<file path="config.mk">
export PLATFORM = sky130hd
export DESIGN_NAME = hcs_alu
export DESIGN_NICKNAME = d
export VERILOG_FILES = /design/src/hw/rtl/hcs_pkg.sv /design/src/hw/rtl/hcs_alu.sv
export SDC_FILE = /design/constraint.sdc
export NUM_CORES = 1
export LEC_CHECK = 0
export ABC_AREA = 1
export ABC_CLOCK_PERIOD_IN_PS = 4700
export BUFFER_PORTS_ARGS = -buffer_cell sky130_fd_sc_hd__buf_2
export CAP_MARGIN = 20
export CORE_AREA = 5 5 121 123
export DETAILED_ROUTE_END_ITERATION = 10
export DIE_AREA = 0 0 126 128
export GPL_TIMING_DRIVEN = 0
export SETUP_SLACK_MARGIN = 0.15
export SLEW_MARGIN = 20
export SYNTH_ARGS = -nofsm -noshare
export SYNTH_HDL_FRONTEND = slang
export SYNTH_SLANG_ARGS = --single-unit
</file>
<file path="constraint.sdc">
create_clock -name vclk -period 4.7
set_input_delay 0.235 -clock vclk [all_inputs]
set_output_delay 0.235 -clock vclk [all_outputs]
set_load 0.03 [all_outputs]
</file>
<file path="src/hw/rtl/hcs_pkg.sv">
// Shared types, constants and ALU codes of the two-register CPU step block.
package hcs_pkg;

  localparam int RAM_WORDS = 32768;
  localparam int RAM_AW    = $clog2(RAM_WORDS);

  localparam int IN_TDATA_W  = 16;
  localparam int OUT_TDATA_W = 88;

  typedef enum logic [1:0] {
    ERR_OK   = 2'd0,
    ERR_ADDR = 2'd1,
    ERR_CODE = 2'd2
  } err_e;

  // ALU compute codes (zx nx zy ny f no)
  localparam logic [5:0] ALU_ZERO    = 6'b101010;
  localparam logic [5:0] ALU_ONE     = 6'b111111;
  localparam logic [5:0] ALU_NEG_ONE = 6'b111010;
  localparam logic [5:0] ALU_D       = 6'b001100;
  localparam logic [5:0] ALU_Y       = 6'b110000;
  localparam logic [5:0] ALU_NOT_D   = 6'b001101;
  localparam logic [5:0] ALU_NOT_Y   = 6'b110001;
  localparam logic [5:0] ALU_NEG_D   = 6'b001111;
  localparam logic [5:0] ALU_NEG_Y   = 6'b110011;
  localparam logic [5:0] ALU_D_INC   = 6'b011111;
  localparam logic [5:0] ALU_Y_INC   = 6'b110111;
  localparam logic [5:0] ALU_D_DEC   = 6'b001110;
  localparam logic [5:0] ALU_Y_DEC   = 6'b110010;
  localparam logic [5:0] ALU_ADD     = 6'b000010;
  localparam logic [5:0] ALU_D_SUB_Y = 6'b010011;
  localparam logic [5:0] ALU_Y_SUB_D = 6'b000111;
  localparam logic [5:0] ALU_AND     = 6'b000000;
  localparam logic [5:0] ALU_OR      = 6'b010101;

  // ALU result and code check, ALU to control
  typedef struct packed {
    logic        ok;
    logic [15:0] res;
  } alu_out_t;

  // Result item, first field in the high bits
  typedef struct packed {
    logic [5:0]  pad;
    err_e        error_code;
    logic [14:0] mem_addr;
    logic        mem_write;
    logic [15:0] alu_value;
    logic [15:0] d_value;
    logic [15:0] a_value;
    logic [15:0] next_pc;
  } result_t;

endpackage

</file>
<file path="src/hw/rtl/hcs_alu.sv">
// ALU of the CPU step: the 18 compute functions of D and A/M, with code check.
module hcs_alu (
  input  logic [5:0]             code_i,
  input  logic [15:0]            d_i,
  input  logic [15:0]            y_i,
  output hcs_pkg::alu_out_t      alu_o
);

  always_comb begin
    alu_o.ok  = 1'b1;
    alu_o.res = 16'd0;
    case (code_i)
      hcs_pkg::ALU_ZERO:    alu_o.res = 16'd0;
      hcs_pkg::ALU_ONE:     alu_o.res = 16'd1;
      hcs_pkg::ALU_NEG_ONE: alu_o.res = 16'hFFFF;
      hcs_pkg::ALU_D:       alu_o.res = d_i;
      hcs_pkg::ALU_Y:       alu_o.res = y_i;
      hcs_pkg::ALU_NOT_D:   alu_o.res = ~d_i;
      hcs_pkg::ALU_NOT_Y:   alu_o.res = ~y_i;
      hcs_pkg::ALU_NEG_D:   alu_o.res = 16'd0 - d_i;
      hcs_pkg::ALU_NEG_Y:   alu_o.res = 16'd0 - y_i;
      hcs_pkg::ALU_D_INC:   alu_o.res = d_i + 16'd1;
      hcs_pkg::ALU_Y_INC:   alu_o.res = y_i + 16'd1;
      hcs_pkg::ALU_D_DEC:   alu_o.res = d_i - 16'd1;
      hcs_pkg::ALU_Y_DEC:   alu_o.res = y_i - 16'd1;
      hcs_pkg::ALU_ADD:     alu_o.res = d_i + y_i;
      hcs_pkg::ALU_D_SUB_Y: alu_o.res = d_i - y_i;
      hcs_pkg::ALU_Y_SUB_D: alu_o.res = y_i - d_i;
      hcs_pkg::ALU_AND:     alu_o.res = d_i & y_i;
      hcs_pkg::ALU_OR:      alu_o.res = d_i | y_i;
      default:              alu_o.ok  = 1'b0;
    endcase
  end

endmodule

</file>
# Yosys cells after proc, flatten, opt, wreduce, memory -nomap -nowiden
# Cells that the tools add are included.
dict set report op_classes {
  n_addsub 9
  eq_ne 17
  muxes 2
  bitwise 4
  n_reduce_logical 2
}
# cell n
set op_table {}
lappend op_table {{one-hot mux 16 bit (17 select lines)} 1}
lappend op_table {{equality test 6 bit (second input constant)} 8}
lappend op_table {{adder 16 x 1 -> 16 bit (second input constant)} 2}
lappend op_table {{inverter 16 bit} 2}
lappend op_table {{subtractor 1 x 16 -> 16 bit (first input constant)} 2}
lappend op_table {{subtractor 16 x 1 -> 16 bit (second input constant)} 2}
lappend op_table {{subtractor 16 bit} 2}
lappend op_table {{equality test 6 x 4 -> 1 bit (second input constant)} 4}
lappend op_table {{equality test 6 x 5 -> 1 bit (second input constant)} 3}
lappend op_table {{OR reduction 18 bit} 1}
lappend op_table {{adder 16 bit} 1}
lappend op_table {{bitwise AND 16 bit} 1}
lappend op_table {{OR 16 bit} 1}
lappend op_table {{equality test 6 x 2 -> 1 bit (second input constant)} 1}
lappend op_table {{equality test 6 x 3 -> 1 bit (second input constant)} 1}
lappend op_table {{logical NOT 6 bit} 1}
lappend op_table {{2-to-1 mux 1 bit} 1}
dict set report word_totals {
  register_bits 0
  input_bits 38
  output_inout_bits 17
  wordCells 34
}

# Depth between registers and ports, before layout
dict set report logic_depth {
  word_depth 3
  ltp_mapped 22
  mapped_depth_nobuf 22
}

# Least setup slack after synthesis
# No wires, ideal clock.
dict set report synth_path {
  path_type {input-to-output}
  from {input code_i[5]}
  to {output alu_o[9] (netlist name)}
  t_arrival_ps 2626
  required_ps 4465
  setup_slack_ps 1839
  stages 14
  n_path_buf 1
  cell_sequence {nor2_2 nand3_1 inv_1 clkbuf_1 a221oi_1 ha_1 nand3b_1 nand2_1 nand2_1 a21oi_1 a21oi_1 or2_2 nand3_1 nand3_1}
}
# element line
set synth_rtl {}
lappend synth_rtl {{start: declaration} hcs_alu.sv:3} ;# input logic [5:0] code_i,
lappend synth_rtl {{end: declaration} hcs_alu.sv:6} ;# output hcs_pkg::alu_out_t alu_o

==> key figures <==
Run status
  • Status: completed

Synthesis
  • Most frequent cells after synthesis: nand2_1 (194), inv_1 (87), nor2_1 (86)
  • Seq/Total Area, Yosys: 0%
  • Cell taking the most area after synthesis: nand2_1
  • Main area contributors after synthesis: nand2_1 (19%), ha_1 (11%), o21ai_0 (10%)
  • Post-synthesis cell area: 3910 µm²
  • Syn_area_per_cell: 5.14 µm²
  • Most instantiated library cell after synthesis: nand2_1
  • Synth cell types: 43
  • Syn_nets: 833
  • Synth warn: 0
  • Yosys top cell area share: 18.6%
  • Synthesized netlist cell count: 760

Timing
  • Final setup viols: 0
  • Setup TNS Final: 0 ns
  • Setup ws final: 0.777 ns
  • Crit path time final: 3.92 ns
  • Final Hold Slack: 0.950 ns
  • RSZ-0062 raised after global routing: no
  • Final number of max-transition violations: 0
  • Final hold violations: 0
  • Fmax: 255 MHz
  • Slew HR: 48.3%
  • Final period utilization: 83.5%
  • Pin slew with the least headroom to its limit: 0.768 ns

Pwr
  • Peak supply drop: 0.0000259 V
  • Sw power: 216 µW
  • Combinational fraction of design power: 100.0%
  • Register share of total power: 0%
  • Int Pwr: 92.5 µW
  • Switch share: 70.0%
  • Leakage power: 0.00232 µW
  • PD cells: 70.0 nW/µm²
  • Clk pwr share: 0%

Floorplanning
  • Ports: 55
  • Core Box Area: 13,600 µm²
  • Initial Util: 28.8%
  • Row count: 43
  • Die span in x: 126 µm
  • Die Y: 128 µm
  • Die area: 16,100 µm²

Clocking
  • Setup bufs post-CTS: 0
  • PostCTS Resize Cnt: 0
  • Hold_buf cts: 0

Placement
  • Port bufs: 55
  • Final GP Congestion: 1.04
  • DP Cell Count: 995
  • DPL Wire Length: 13,700 µm
  • Pre-CTS setup slack: 0.851 ns
  • DP Area: 4410 µm²

Cells and area
  • Finished Layout Cells: 995
  • Clock buffer count: 0
  • Area taken by flip-flops and latches: 0 µm²
  • Share of cells above drive strength 1: 11.5%
  • Area delta synth->final: 12.8%
  • Area of the multi-input gates: 3490 µm²
  • # diodes: 0
  • Design Area, Final: 4410 µm²
  • FF+latch count: 0
  • Final #Nets: 890
  • Fill count: 1,628

Worst setup path
  • Data required, critical path: 4.47 ns
  • Arrival time worst endpoint: 3.69 ns
  • Setup Crit Path Kind: in -> out
  • Setup crit start kind: input pin
  • Largest fanout on the critical path: 10
  • Worst setup EP type: output port

Hold path
  • Hold Crit Depth: 4
  • Hold endpoint: alu_o[16]
  • Hold Crit Class: in -> out
  • Hold_sp: code_i[5]

Global routing
  • Global Route Usage Sum: 19.2%
  • Vias in the first global route: 5,043
  • First-pass GRT wire length: 25,500 µm
  • Largest net degree at the start of global routing: 11
  • Initial antenna violation count: 0
  • Grt ovf: 0

Routing
  • Vias: 5,395
  • Via density: 5.42
  • DR iter-0 viols: 495
  • DRC viols: 0
  • WL per Instance: 16.4 µm
  • Post-route antenna net violation count: 0
  • 1st-pass router iterations: 5
  • Final WL: 16,300 µm

Run
  • Max cap viols: 0
[cells in the final DEF, fill, tap and decap left out, drive strengths merged]
cell,count
nand2,200
nor2,96
inv,91
o21ai,88
nand3,73
buf,62
a21oi,58
ha,33
nand4,15
nor3,15
xnor2,6
or2,6
o2111ai,6
o211ai,6
a21o,6
a211oi,6
nor4,6
clkbuf,6
nand3b,5
a31oi,5
o221ai,4
a221oi,4
xor2,4
o21bai,3
o22ai,2
o21a,2
fa,2
and2,1
and3,1
o31ai,1
clkinv,1
a21boi,1
[worst max-delay path by stage]
stage / startpoint / to / cells after the start
after global routing: code_i[5] / alu_o[8] / 20
after detailed placement: code_i[5] / alu_o[8] / 20
after CTS: code_i[5] / alu_o[8] / 20
after floorplan: code_i[5] / alu_o[9] / 14
final: code_i[5] / alu_o[8] / 20
after global placement: code_i[5] / alu_o[8] / 19
[routing by layer]
metal / GRT usage (%) / share of wire, % / vias to the layer above
met5: 0 / 0 / -
met4: 4.54 / 2.1 / 0
met1: 25.5 / 44 / 2407
met3: 1.33 / 7.3 / 26
met2: 33.8 / 47 / 247
li1: - / - / 2715
[kinds of logic after synthesis]
family	Yosys count	share of synthesized area, %
AOI/OAI and AO/OA	192	28.1
buffers and inverters	105	10.7
adders and majority gates	35	11.6
and+or+nand+nor	418	47.4
xor gates and xnor gates	10	2.24
[power by group through the flow]
stage	Clock (µW)	Combinational, µW	Sequential, µW
finish	0	309	0
global route	0	340	0
detailed placement	0	302	0
CTS	0	303	0
global placement	0	301	0
floorplan	0	198	0
[final cells by class]
type                       instances  area share, %
inverter                          92           7.94
multi-input combinational        655           79.2
tap                              180           5.11
buffer                            13           1.50
timing repair buffer              55           6.24
[critical path: stages]
cell	delay, ns
buf_2	0.13
nor2_2	0.29
nand3_1	0.34
inv_1	0.25
clkbuf_1	0.45
o21ai_0	0.28
ha_1	0.24
inv_1	0.06
fa_1	0.24
nand3_1	0.10
nand2_1	0.09
inv_1	0.05
o21ai_0	0.29
a21oi_1	0.14
nand2_1	0.08
nand2_1	0.04
nor2_1	0.08
nor2_1	0.05
nand2_1	0.06
buf_2	0.19
[stage by stage]
stage                     util (%)  power [µW]
after floorplan                  -         198
after global placement        32.5         301
after detailed placement      32.5         302
after CTS                     32.5         303
after global routing          32.5         340
final                         32.5         309
Power figures use the tool's default switching activity.
